==> src/aalu_pkg.sv <==
`timescale 1ns / 1ps

package aalu_pkg;

	localparam int unsigned DataW = 8;
	localparam int unsigned OpW   = 4;

	localparam logic [DataW-1:0] ByteMask = 8'hFF;

	typedef enum logic [OpW-1:0] {
		OP_ADC = 4'd0,
		OP_SBC = 4'd1,
		OP_AND = 4'd2,
		OP_ORA = 4'd3,
		OP_EOR = 4'd4,
		OP_ASL = 4'd5,
		OP_LSR = 4'd6,
		OP_ROL = 4'd7,
		OP_ROR = 4'd8,
		OP_INX = 4'd9,
		OP_DEX = 4'd10,
		OP_INY = 4'd11,
		OP_DEY = 4'd12,
		OP_TAX = 4'd13,
		OP_TXA = 4'd14,
		OP_LDA = 4'd15
	} op_t;

	typedef struct packed {
		logic [OpW-1:0]   command;
		logic [DataW-1:0] operand;
	} req_t;

	typedef struct packed {
		logic [DataW-1:0] acc_out;
		logic [DataW-1:0] xreg_out;
		logic [DataW-1:0] yreg_out;
		logic             carry;
		logic             zero_out;
		logic             negative_out;
	} rsp_t;

endpackage

==> src/accumulator_alu_with_flags.sv <==
`timescale 1ns / 1ps

// channel   valid       ready       payload            direction
// request   req_valid   req_ready   req   (req_t)      in
// result    rsp_valid   rsp_ready   rsp   (rsp_t)      out
//
// a request waits in the input register, then the single-pass alu writes the result
// register, which is also the A/X/Y/flag state. one request per cycle is sustained
// while the result side keeps taking results.
// reset clears A, X, Y and all flags to zero and empties both stages.
// a stalled result holds the input stage; the input register accepts a new
// request in the same cycle that its current one moves on.

module accumulator_alu_with_flags
	import aalu_pkg::*;
(
	input  logic clk,
	input  logic arst_n,
	input  logic req_valid,
	output logic req_ready,
	input  req_t req,
	output logic rsp_valid,
	input  logic rsp_ready,
	output rsp_t rsp
);

	logic             vld_s1;
	req_t             req_s1;
	logic             rsp_valid_q;
	rsp_t             st_q;
	rsp_t             st_nxt;
	logic             adv;
	op_t              op;
	logic [DataW-1:0] opd_eff;
	logic [DataW:0]   sum;
	logic [DataW-1:0] wval;

	assign adv       = vld_s1 && (!rsp_valid_q || rsp_ready);
	assign req_ready = !vld_s1 || adv;
	assign op        = op_t'(req_s1.command);

	// sbc is adc of the inverted operand; carry set means no borrow
	assign opd_eff = (op == OP_SBC) ? (req_s1.operand ^ ByteMask) : req_s1.operand;
	assign sum     = {1'b0, st_q.acc_out} + {1'b0, opd_eff} + {{DataW{1'b0}}, st_q.carry};

	always_comb begin
		st_nxt = st_q;
		wval   = st_q.acc_out;
		unique case (op)
			OP_ADC, OP_SBC: begin
				wval           = sum[DataW-1:0];
				st_nxt.carry   = sum[DataW];
				st_nxt.acc_out = wval;
			end
			OP_AND: begin
				wval           = st_q.acc_out & req_s1.operand;
				st_nxt.acc_out = wval;
			end
			OP_ORA: begin
				wval           = st_q.acc_out | req_s1.operand;
				st_nxt.acc_out = wval;
			end
			OP_EOR: begin
				wval           = st_q.acc_out ^ req_s1.operand;
				st_nxt.acc_out = wval;
			end
			OP_ASL: begin
				wval           = {st_q.acc_out[DataW-2:0], 1'b0};
				st_nxt.carry   = st_q.acc_out[DataW-1];
				st_nxt.acc_out = wval;
			end
			OP_LSR: begin
				wval           = {1'b0, st_q.acc_out[DataW-1:1]};
				st_nxt.carry   = st_q.acc_out[0];
				st_nxt.acc_out = wval;
			end
			OP_ROL: begin
				wval           = {st_q.acc_out[DataW-2:0], st_q.carry};
				st_nxt.carry   = st_q.acc_out[DataW-1];
				st_nxt.acc_out = wval;
			end
			OP_ROR: begin
				wval           = {st_q.carry, st_q.acc_out[DataW-1:1]};
				st_nxt.carry   = st_q.acc_out[0];
				st_nxt.acc_out = wval;
			end
			OP_INX: begin
				wval            = st_q.xreg_out + 8'd1;
				st_nxt.xreg_out = wval;
			end
			OP_DEX: begin
				wval            = st_q.xreg_out - 8'd1;
				st_nxt.xreg_out = wval;
			end
			OP_INY: begin
				wval            = st_q.yreg_out + 8'd1;
				st_nxt.yreg_out = wval;
			end
			OP_DEY: begin
				wval            = st_q.yreg_out - 8'd1;
				st_nxt.yreg_out = wval;
			end
			OP_TAX: begin
				wval            = st_q.acc_out;
				st_nxt.xreg_out = wval;
			end
			OP_TXA: begin
				wval           = st_q.xreg_out;
				st_nxt.acc_out = wval;
			end
			OP_LDA: begin
				wval           = req_s1.operand;
				st_nxt.acc_out = wval;
			end
			default: begin
				wval = st_q.acc_out;
			end
		endcase
		st_nxt.zero_out     = (wval == '0);
		st_nxt.negative_out = wval[DataW-1];
	end

	always_ff @(posedge clk or negedge arst_n) begin
		if (!arst_n) begin
			vld_s1 <= 1'b0;
		end else if (req_ready) begin
			vld_s1 <= req_valid;
		end
	end

	always_ff @(posedge clk) begin
		if (req_ready && req_valid) begin
			req_s1 <= req;
		end
	end

	// result register doubles as the architectural state
	always_ff @(posedge clk or negedge arst_n) begin
		if (!arst_n) begin
			rsp_valid_q <= 1'b0;
			st_q        <= '0;
		end else begin
			if (adv) begin
				rsp_valid_q <= 1'b1;
				st_q        <= st_nxt;
			end else if (rsp_ready) begin
				rsp_valid_q <= 1'b0;
			end
		end
	end

	assign rsp_valid = rsp_valid_q;
	assign rsp       = st_q;

`ifndef SYNTHESIS
	a_adv_gives_result: assert property (@(posedge clk) disable iff (!arst_n)
		adv |=> rsp_valid_q)
		else $error("result not valid after advance");

	a_state_holds: assert property (@(posedge clk) disable iff (!arst_n)
		!adv |=> $stable(st_q))
		else $error("state changed without a request");

	a_input_free: assert property (@(posedge clk) disable iff (!arst_n)
		!vld_s1 |-> req_ready)
		else $error("empty input stage not ready");

	a_inx_wraps: assert property (@(posedge clk) disable iff (!arst_n)
		adv && (op == OP_INX) |=> st_q.xreg_out == 8'($past(st_q.xreg_out) + 8'd1))
		else $error("inx result wrong");

	a_acc_flags: assert property (@(posedge clk) disable iff (!arst_n)
		adv && (op == OP_LDA || op == OP_TXA || op == OP_ADC || op == OP_AND)
		|=> (st_q.zero_out == (st_q.acc_out == '0))
		&& (st_q.negative_out == st_q.acc_out[DataW-1]))
		else $error("n/z do not follow accumulator");
`endif

endmodule
==> config.mk <==
export PLATFORM = sky130hd
export DESIGN_NAME = accumulator_alu_with_flags
export DESIGN_NICKNAME = d
export VERILOG_FILES = /design/src/aalu_pkg.sv /design/src/accumulator_alu_with_flags.sv
export SDC_FILE = /design/constraint.sdc
export NUM_CORES = 1
export LEC_CHECK = 0
export ABC_AREA = 1
export BUFFER_PORTS_ARGS = -buffer_cell sky130_fd_sc_hd__buf_4
export CORE_MARGIN = 2
export CORE_UTILIZATION = 46
export CTS_CLUSTER_DIAMETER = 30
export DETAILED_ROUTE_END_ITERATION = 7
export GPL_ROUTABILITY_DRIVEN = 0
export PLACE_DENSITY = 0.65
export SLEW_MARGIN = 0
export SYNTH_ARGS = -nofsm -noshare
export SYNTH_HDL_FRONTEND = slang
export SYNTH_SLANG_ARGS = --single-unit
==> constraint.sdc <==
create_clock -name clk -period 5.35 [get_ports clk]
set_input_delay 0.535 -clock clk [delete_from_list [all_inputs] [get_ports clk]]
set_output_delay 0.535 -clock clk [all_outputs]
set_load 0.02 [all_outputs]
==> results of run 1 <==
-- metrics by stage --
step / worst slack (ns) / cells / power (mW) / utilization (%) / hold WS [ns]
finish: 1.78 / 766 / 2.15 / 53.3 / 0.135
global route: 1.47 / 766 / 2.33 / 53.3 / 0.176
CTS: 1.83 / 766 / 2.13 / 53.3 / 0.170
detailed placement: 1.85 / 758 / 1.87 / 52.1 / 0.490
global placement: 1.98 / 758 / 1.86 / 52.1 / 0.482
floorplan: 2.26 / 614 / 1.45 / - / 0.239
-- path summary, 6_finish.rpt --
path                         from      end  slack (ns)  depth (start not counted)
max                         op[2]   rsp[1]        1.78                         16
min                        arst_n  rsp[11]        0.14                          1
max reg2reg                 op[2]   rsp[1]        1.78                         16
min reg2reg                rsp[0]   rsp[0]        0.51                          2
max in group asynchronous  arst_n  rsp[23]        4.90                          1
min in group clk           req[9]    op[1]        0.40                          1
-- report_power, final --
group / leakage, nW / total [mW] / switching, mW / internal, mW
sequential: 0.449 / 0.676 / 0.252 / 0.424
clock: 0.0528 / 0.263 / 0.125 / 0.138
combinational: 1.94 / 1.21 / 0.755 / 0.457
-- kinds of logic (layout without fill, tap and decap cells) --
kind of cell / after synthesis / after routing / synth area share (%)
AND/OR/NAND/NOR: 379 / 379 / 43.1
buffers and inverters: 84 / 128 / 8.21
flip-flops: 41 / 41 / 26.3
AO/OA/AOI/OAI: 65 / 65 / 9.81
XOR/XNOR: 15 / 15 / 3.18
adder cells (fa/ha/maj): 30 / 30 / 9.45
-- cell usage in the layout, fill, tap and decap left out, types with 8 or more instances in the layout --
| cell | synthesis | routed |
|---|---|---|
| a31oi_1 | 11 | 11 |
| nand3_1 | 68 | 68 |
| dfrtp_1 | 29 | 29 |
| nor3_1 | 10 | 10 |
| inv_1 | 66 | 66 |
| nor2_2 | 8 | 8 |
| nand2_2 | 10 | 10 |
| nor2_1 | 63 | 63 |
| o21ai_0 | 21 | 21 |
| buf_4 | 0 | 44 |
| edfxtp_1 | 12 | 12 |
| nand4_1 | 20 | 20 |
| ha_1 | 28 | 28 |
| a21oi_1 | 10 | 10 |
| xor2_1 | 13 | 13 |
| nand2_1 | 174 | 174 |
-- area by class of cell --
type | instances | area, sq um
Clock buffer | 6 | 72.6
Sequential cell | 41 | 1090
Fill cell | 867 | 4070
Clock inverter | 2 | 33.8
Timing Repair Buffer | 44 | 330
Multi-Input combinational cell | 489 | 2710
Inverter | 76 | 288
Tap cell | 108 | 135
-- worst reg2reg max path, stage by stage (launching register included) --
cell and delay, ns:
edfxtp_1 0.55, nor2_2 0.31, nand2_1 0.26, inv_1 0.21, nand2_2 0.19, xor2_1 0.18
inv_1 0.06, fa_1 0.43, fa_1 0.44, nand3_1 0.10, nand3_1 0.08, xor2_1 0.16
nand2_1 0.08, nand4_1 0.10, nor3_1 0.20, nand3_1 0.09, nand2_1 0.07
-- routing by layer --
metal	wire (um)	track usage, %
met1	5520	37.2
met5	0	0
met2	5820	42.8
met3	971	4.11
met4	444	8.75
-- flip-flops by register name, indices dropped and copies added (netlist names) --
name	count
op	4
req_s1	8
rsp	27
rsp_valid	1
vld_s1	1
-- synth_stat cells, drive strengths merged --
| library cell | count |
|---|---|
| o22ai | 4 |
| clkinv | 2 |
| and3 | 1 |
| edfxtp | 12 |
| nor3 | 12 |
| nand3b | 3 |
| a2bb2oi | 1 |
| o211ai | 3 |
| inv | 74 |
| a41oi | 1 |
| buf | 7 |
| or2 | 4 |
| dfrtp | 29 |
| xnor2 | 2 |
| a21oi | 11 |
| fa | 2 |
| a211oi | 1 |
| nand4 | 20 |
| ha | 28 |
| nand2 | 191 |
| nand3 | 68 |
| xor2 | 13 |
| a22oi | 2 |
| o21ai | 26 |
| clkbuf | 1 |
| nor2 | 78 |
| a32oi | 5 |
| a31oi | 11 |
| nor4 | 2 |
==> flow_summary.yaml, run 1 <==
outcome:
  status: "finished, final reports clean"
yosys:
  ys_types: 42
  synth_cells: 614
  seq_area_frac_synth_pct: 26.3
  synth_area_sq_mm: 0.00413
  synth_warnings: 0
  yosysTopAreaCell: "dfrtp_1"
  synth-seq-cells: 41
  syn_area_per_cell_sq_um: 6.73
  synth.area.top_cells: "dfrtp_1, nand2_1, edfxtp_1"
  yosysTopAreaCellShare_pct: 17.6
  syn-num-nets: 660
timing:
  relSlewSlack_pct: 64.0
  tightestPinTransition_ns: 0.539
  tns_ns: 0
  drv_slew: 0
  fin_crit_sh_pct: 66.7
  rsz0062_at_grt: "false"
  finalHoldViolCount: 0
  clock.fmax_mhz: 280
  period_minus_slack_ns: 3.57
  finClkSkew_ns: 0.00704
  setup_violations: 0
routing:
  wl_per_cell_um: 16.7
  postRouteAntennaNets: 0
  drtIter0Drc: 382
  routed_wl_um: 12800
  drc: 0
  drt-vias-per-instance: 5.75
  num_vias: 4402
  first_pass_iters: 6
critical_path:
  cp.required_ns: 5.60
  critPathLaunchType: "flop"
  crit_fanout: 8
  cp-end-kind: "flop"
  cp_cell_sequence: "nor2_2 -> nand2_1 -> inv_1 -> nand2_2 -> xor2_1 -> inv_1 -> fa_1 -> fa_1 -> nand3_1 -> nand3_1 -> xor2_1 -> nand2_1 -> nand4_1 -> nor3_1 -> nand3_1 -> nand2_1"
  worstPathArrival_ns: 3.82
  cp_top_family: "simple AND/OR/NAND/NOR gates"
  cpPeakStageDelay_ns: 0.55
  critical_path_class: "reg -> reg"
  crit_buf_inv: 2
  crit_slowest_cell: "edfxtp_1"
clock_network:
  clock_latency_ns: 0.31
  path_clk_slew_ns: 0.09
  cts_hold_buffers: 0
  postCtsSetupBuffers: 0
  cts-root-buf: "clkbuf_8"
  ctsResizeCount: 0
  cts_htree_levels: 2
  cts.sinks: 41
  cts_buffer_depth: 2
  cts_tree: "yes"
  cts_made_buffers: 5
floorplan:
  rows: 34
  initial_core_util_pct: 47.4
  dieArea_sq_mm: 0.00976
  die_x_um: 98.8
  coreArea_sq_mm: 0.00872
  io_pins: 45
  die_h_um: 98.8
worst_hold_path:
  hold_class: "in -> async"
power:
  p_per_area_mw_per_mm2: 462
  p_leak_nw: 2.45
  irDropWorstVdd_mv: 0.261
global_route:
  grt_pass1_vias: 4075
  grt_max_degree: 30
  overflow: 0
  antenna_found_initial: 0
  grt_usage_pct: 26.8
  grt_pass1_wl_um: 20900
place:
  hpwl_um: 10000
  placed_area_sq_mm: 0.00455
  io_buffer_count: 44
layout:
  fin_nets: 703
  drive_gt1_share_pct: 15.2
  diodes: 0
  fin_area_sq_mm: 0.00465
  area_delta_synth_final_pct: 12.6
flow_run:
  maxCapViolations: 0
No activity file was read; power rests on OpenSTA's default activity.
==> run 2: changes to the inputs <==
clock period = 3.6 ns   (was 5.35 ns; I/O delays follow)
==> run 2 against run 1 <==
  * Final cell count grew 0.39%
  * Largest power group unchanged
  * Critical path type unchanged
  * Core utilization grew 0.40 points
  * Combinational power grew 48%
  * Design area grew 0.75%
==> flow_summary.yaml, run 2 (synthesis gave the netlist of run 1 again) <==
outcome:
  status: "finished, final reports clean"
critical_path:
  crit_fanout: 8
  r2r_slack_ns: 0.25
  reg2reg_from: "op[3]"
  worstPathArrival_ns: 3.60
  crit_start: "op[3]"
  critPathLaunchType: "flop"
  critical_path_class: "reg -> reg"
  cp-end-kind: "flop"
  cp.required_ns: 3.85
clock_network:
  path_clk_slew_ns: 0.09
  cts_buffer_depth: 2
  clock_latency_ns: 0.30
  cts-root-buf: "clkbuf_8"
  cts_made_buffers: 5
  postCtsSetupBuffers: 0
  cts_htree_levels: 2
  cts.sinks: 41
  cts_tree: "yes"
routing:
  num_vias: 4296
  first_pass_iters: 5
  drc: 0
  drt-vias-per-instance: 5.59
  wl_per_cell_um: 16.2
  routed_wl_um: 12500
  drtIter0Drc: 375
  postRouteAntennaNets: 0
timing:
  relSlewSlack_pct: 64.8
  clock.fmax_mhz: 298
  tns_ns: 0
  period_minus_slack_ns: 3.35
  fin_crit_sh_pct: 93.1
  drv_slew: 0
  finalHoldViolCount: 0
  rsz0062_at_grt: "false"
  setup_violations: 0
  tightestPinTransition_ns: 0.527
  finClkSkew_ns: 0.00409
  setup_slack_ns: 0.250
worst_hold_path:
  hp-start: "req[4]"
  hold_class: "in -> reg"
layout:
  area_delta_synth_final_pct: 13.4
  final_common_cell: "nand2_1"
  layout_common_cells: "nand2_1, nand3_1, inv_1"
  fin_nets: 706
  diodes: 0
  fin_util_pct: 53.7
  drive_gt1_share_pct: 15.6
  largest_reg_flops: 27
flow_run:
  maxCapViolations: 0
global_route:
  grt_max_degree: 30
  overflow: 0
  antenna_found_initial: 0
  grt_pass1_wl_um: 20300
  grt_pass1_vias: 3883
  grt_usage_pct: 26.1
power:
  seqPwrFrac_pct: 31.4
  pwr-share-comb_pct: 56.2
  swShare_pct: 52.3
  p_per_area_mw_per_mm2: 680
  switching_power_mw: 1.67
  p_leak_nw: 2.46
  p_int_mw: 1.52
  clkPwrFrac_pct: 12.4
  irDropWorstVdd_mv: 0.353
floorplan:
  dieArea_sq_mm: 0.00976
  coreArea_sq_mm: 0.00872
  io_pins: 45
  die_h_um: 98.8
  initial_core_util_pct: 47.4
  die_x_um: 98.8
  rows: 34
place:
  io_buffer_count: 44
  hpwl_um: 9960
  place_ws_ns: 0.209
run 2: layout make-up:
type | count | area (sq um)
Multi-Input combinational cell | 489 | 2710
Tap cell | 108 | 135
Clock buffer | 6 | 72.6
Clock inverter | 2 | 38.8
Fill cell | 865 | 4030
Timing Repair Buffer | 47 | 355
Sequential cell | 41 | 1090
Inverter | 76 | 288
run 2: worst paths after layout:
check                            end  cells after the start
min in group asynchronous    rsp[12]                      2
min reg2reg                   rsp[0]                      2
max                           rsp[1]                     16
max in group asynchronous    rsp[24]                      2
max reg2reg                   rsp[1]                     16
min                        req_s1[4]                      1
run 2: timing repair:
item                                    in CTS  in global routing
hold buffers                                 1                  0
endpoints found under the setup margin       0                  1
gates resized for setup                      0                  1
endpoints found under the hold margin       26                  0
run 2: power groups by stage:
stage / Combinational, mW / Clock (mW) / Sequential (mW)
finish: 1.79 / 0.396 / 1.00
global route: 2.00 / 0.417 / 1.04
CTS: 1.78 / 0.399 / 0.991
detailed placement: 1.77 / 0 / 1.00
global placement: 1.76 / 0 / 0.999
floorplan: 1.14 / 0 / 1.01
run 2: routing by layer:
layer  part of all wire, %  track usage [%]  wire length, um  vias up
met5                     0                0                0        -
met1                    45             37.4             5600     1941
met4                   2.0             6.95              245        0
li1                      -                -                -     2131
met3                   7.5             3.76              936       21
met2                    46             41.5             5700      203
run 2: worst max-delay path: stages, from the launching register on:
cell and delay [ns]:
edfxtp_1 0.57, nor2_4 0.23, nand2_1 0.10, inv_1 0.18, nand2_2 0.20, xor2_1 0.20, inv_1 0.07, fa_1 0.43
fa_1 0.44, nand3_1 0.11, nand3_1 0.08, xor2_1 0.16, nand2_1 0.08, nand4_1 0.11, nor3_1 0.20, nand3_1 0.09
nand2_1 0.06
run 2: metrics by stage:
stage / hold WS [ns] / instance area, sq um / total power [mW] / instances
after floorplan: 0.0644 / 4130 / 2.16 / 614
after global placement: 0.319 / 4560 / 2.76 / 760
after detailed placement: 0.320 / 4560 / 2.77 / 760
after CTS: 0.224 / 4680 / 3.17 / 769
after global routing: 0.219 / 4690 / 3.46 / 769
final: 0.224 / 4690 / 3.19 / 769
==> run 3: changes to the inputs <==
CORE_UTILIZATION = 60   (was 46)
PLACE_DENSITY = 0.81   (was 0.65)
==> run 3 against run 2 <==
  * Final cell count is 3.8% lower
  * Register-to-register slack improved by 0.095 ns
  * Sequential cell count unchanged
  * Total power decreased by 1.6%
  * Global-route usage grew 7.8 points
  * Clock skew rose by 0.016 ns
  * Largest cell class unchanged
  * Largest power group unchanged
==> flow_summary.yaml, run 3 (synthesis gave the netlist of run 1 again) <==
outcome:
  status: "finished, final reports clean"
routing:
  drtIter0Drc: 549
  num_vias: 4535
  first_pass_iters: 8
  drc: 0
  postRouteAntennaNets: 0
  drt-vias-per-instance: 6.13
  routed_wl_um: 12600
  wl_per_cell_um: 17.0
critical_path:
  crit_fanout: 8
  critical_path_class: "reg -> reg"
  cp.required_ns: 3.85
  cp-end-kind: "flop"
  critPathLaunchType: "flop"
  worstPathArrival_ns: 3.50
clock_network:
  cts_htree_levels: 2
  clock_latency_ns: 0.32
  cts-root-buf: "clkbuf_8"
  path_clk_slew_ns: 0.09
  cts_made_buffers: 5
  cts_buffer_depth: 2
  postCtsSetupBuffers: 0
  cts_tree: "yes"
  cts.sinks: 41
floorplan:
  die_x_um: 87.0
  initial_core_util_pct: 61.5
  coreArea_sq_mm: 0.00672
  die_h_um: 87.0
  io_pins: 45
  rows: 30
  dieArea_sq_mm: 0.00757
timing:
  clock.fmax_mhz: 307
  drv_slew: 0
  setup_violations: 0
  tns_ns: 0
  finClkSkew_ns: 0.0197
  fin_crit_sh_pct: 90.4
  rsz0062_at_grt: "false"
  period_minus_slack_ns: 3.26
  finalHoldViolCount: 0
  tightestPinTransition_ns: 0.574
  relSlewSlack_pct: 61.6
global_route:
  grt_usage_pct: 33.9
  overflow: 0
  grt_max_degree: 30
  antenna_found_initial: 0
  grt_pass1_wl_um: 20000
  grt_pass1_vias: 4261
layout:
  multiInputGateArea_sq_mm: 0.00271
  fin_util_pct: 68.8
  layout_common_cells: "nand2_1, nand3_1, inv_1"
  diodes: 0
  seq_area_sq_mm: 0.00109
  final_common_cell: "nand2_1"
  largest_reg_flops: 27
  area_delta_synth_final_pct: 11.8
  fillers: 601
  fin_nets: 705
  drive_gt1_share_pct: 15.6
power:
  irDropWorstVdd_mv: 0.394
  p_leak_nw: 2.45
  p_per_area_mw_per_mm2: 679
worst_hold_path:
  hold_class: "in -> reg"
flow_run:
  maxCapViolations: 0
place:
  io_buffer_count: 44
  hpwl_um: 9900
-- run 3: cell count changes in the layout (fill, tap and decap cells not counted), sizes merged --
cell      previous run  this run
buf                 46        45
bufinv               1         0
clkbuf               6         5
clkinv               3         4
clkinvlp             0         1
-- run 3: report_power, final --
group          internal, mW  leakage (nW)  total, mW  switching [mW]
logic                 0.685          1.95       1.81            1.13
registers             0.631         0.449       1.01           0.375
clock network         0.134        0.0439      0.319           0.184
total                  1.45          2.45       3.14            1.69
-- run 3: what timing repair did --
item                                    4_1_cts  5_1_grt
endpoints found under the setup margin        0        1
hold buffers                                  1        0
endpoints found under the hold margin         8        0
resized for setup                             0        1
-- run 3: area by class of cell --
cell class | instances | area share, %
clock buffers | 5 | 1.49
inverters | 76 | 6.23
flip-flops and latches | 41 | 23.5
well taps | 80 | 2.17
multi-input cells | 489 | 58.7
clock inverters | 3 | 0.379
repair buffers | 46 | 7.53
-- run 3: through the flow --
| step | cell area [sq um] | power (mW) | hold slack (ns) | std cells | setup slack, ns |
|---|---|---|---|---|---|
| 3_3_place_gp | 4520 | 2.72 | 0.319 | 731 | 0.371 |
| 2_1_floorplan | 4130 | 2.16 | 0.0644 | 614 | 0.514 |
| 4_1_cts | 4610 | 3.09 | 0.226 | 740 | 0.285 |
| 5_1_grt | 4620 | 3.37 | 0.223 | 740 | 0.0311 |
| 3_5_place_dp | 4520 | 2.77 | 0.324 | 731 | 0.292 |
| 6_report | 4620 | 3.14 | 0.227 | 740 | 0.345 |
-- run 3: worst paths after layout --
kind / from / to / slack (ns) / cells past startpoint
setup reg to reg: op[2] / rsp[1] / 0.34 / 16
hold / removal: req[5] / req_s1[5] / 0.23 / 1
hold reg to reg: rsp[1] / rsp[1] / 0.50 / 2
max in group asynchronous: arst_n / rsp[8] / 2.76 / 2
setup / recovery: op[2] / rsp[1] / 0.34 / 16
min in group asynchronous: arst_n / rsp[11] / 0.51 / 2
-- run 3: worst max-delay path, stage by stage (launching register included) --
cell and delay [ns]:
edfxtp_1 0.56, nor2_4 0.24, nand2_1 0.09, inv_1 0.16, nand2_2 0.20, xor2_1 0.18
inv_1 0.06, fa_1 0.42, fa_1 0.44, nand3_1 0.11, nand3_1 0.08, xor2_1 0.16
nand2_1 0.07, nand4_1 0.10, nor3_1 0.17, nand3_1 0.09, nand2_1 0.06
-- run 3: routing by layer --
metal | vias up | track usage, % | wire length (um)
met3 | 65 | 5.40 | 1250
li1 | 2133 | - | -
met1 | 2014 | 42.3 | 4880
met5 | - | 0 | 0
met2 | 323 | 55.2 | 5710
met4 | 0 | 19.7 | 737
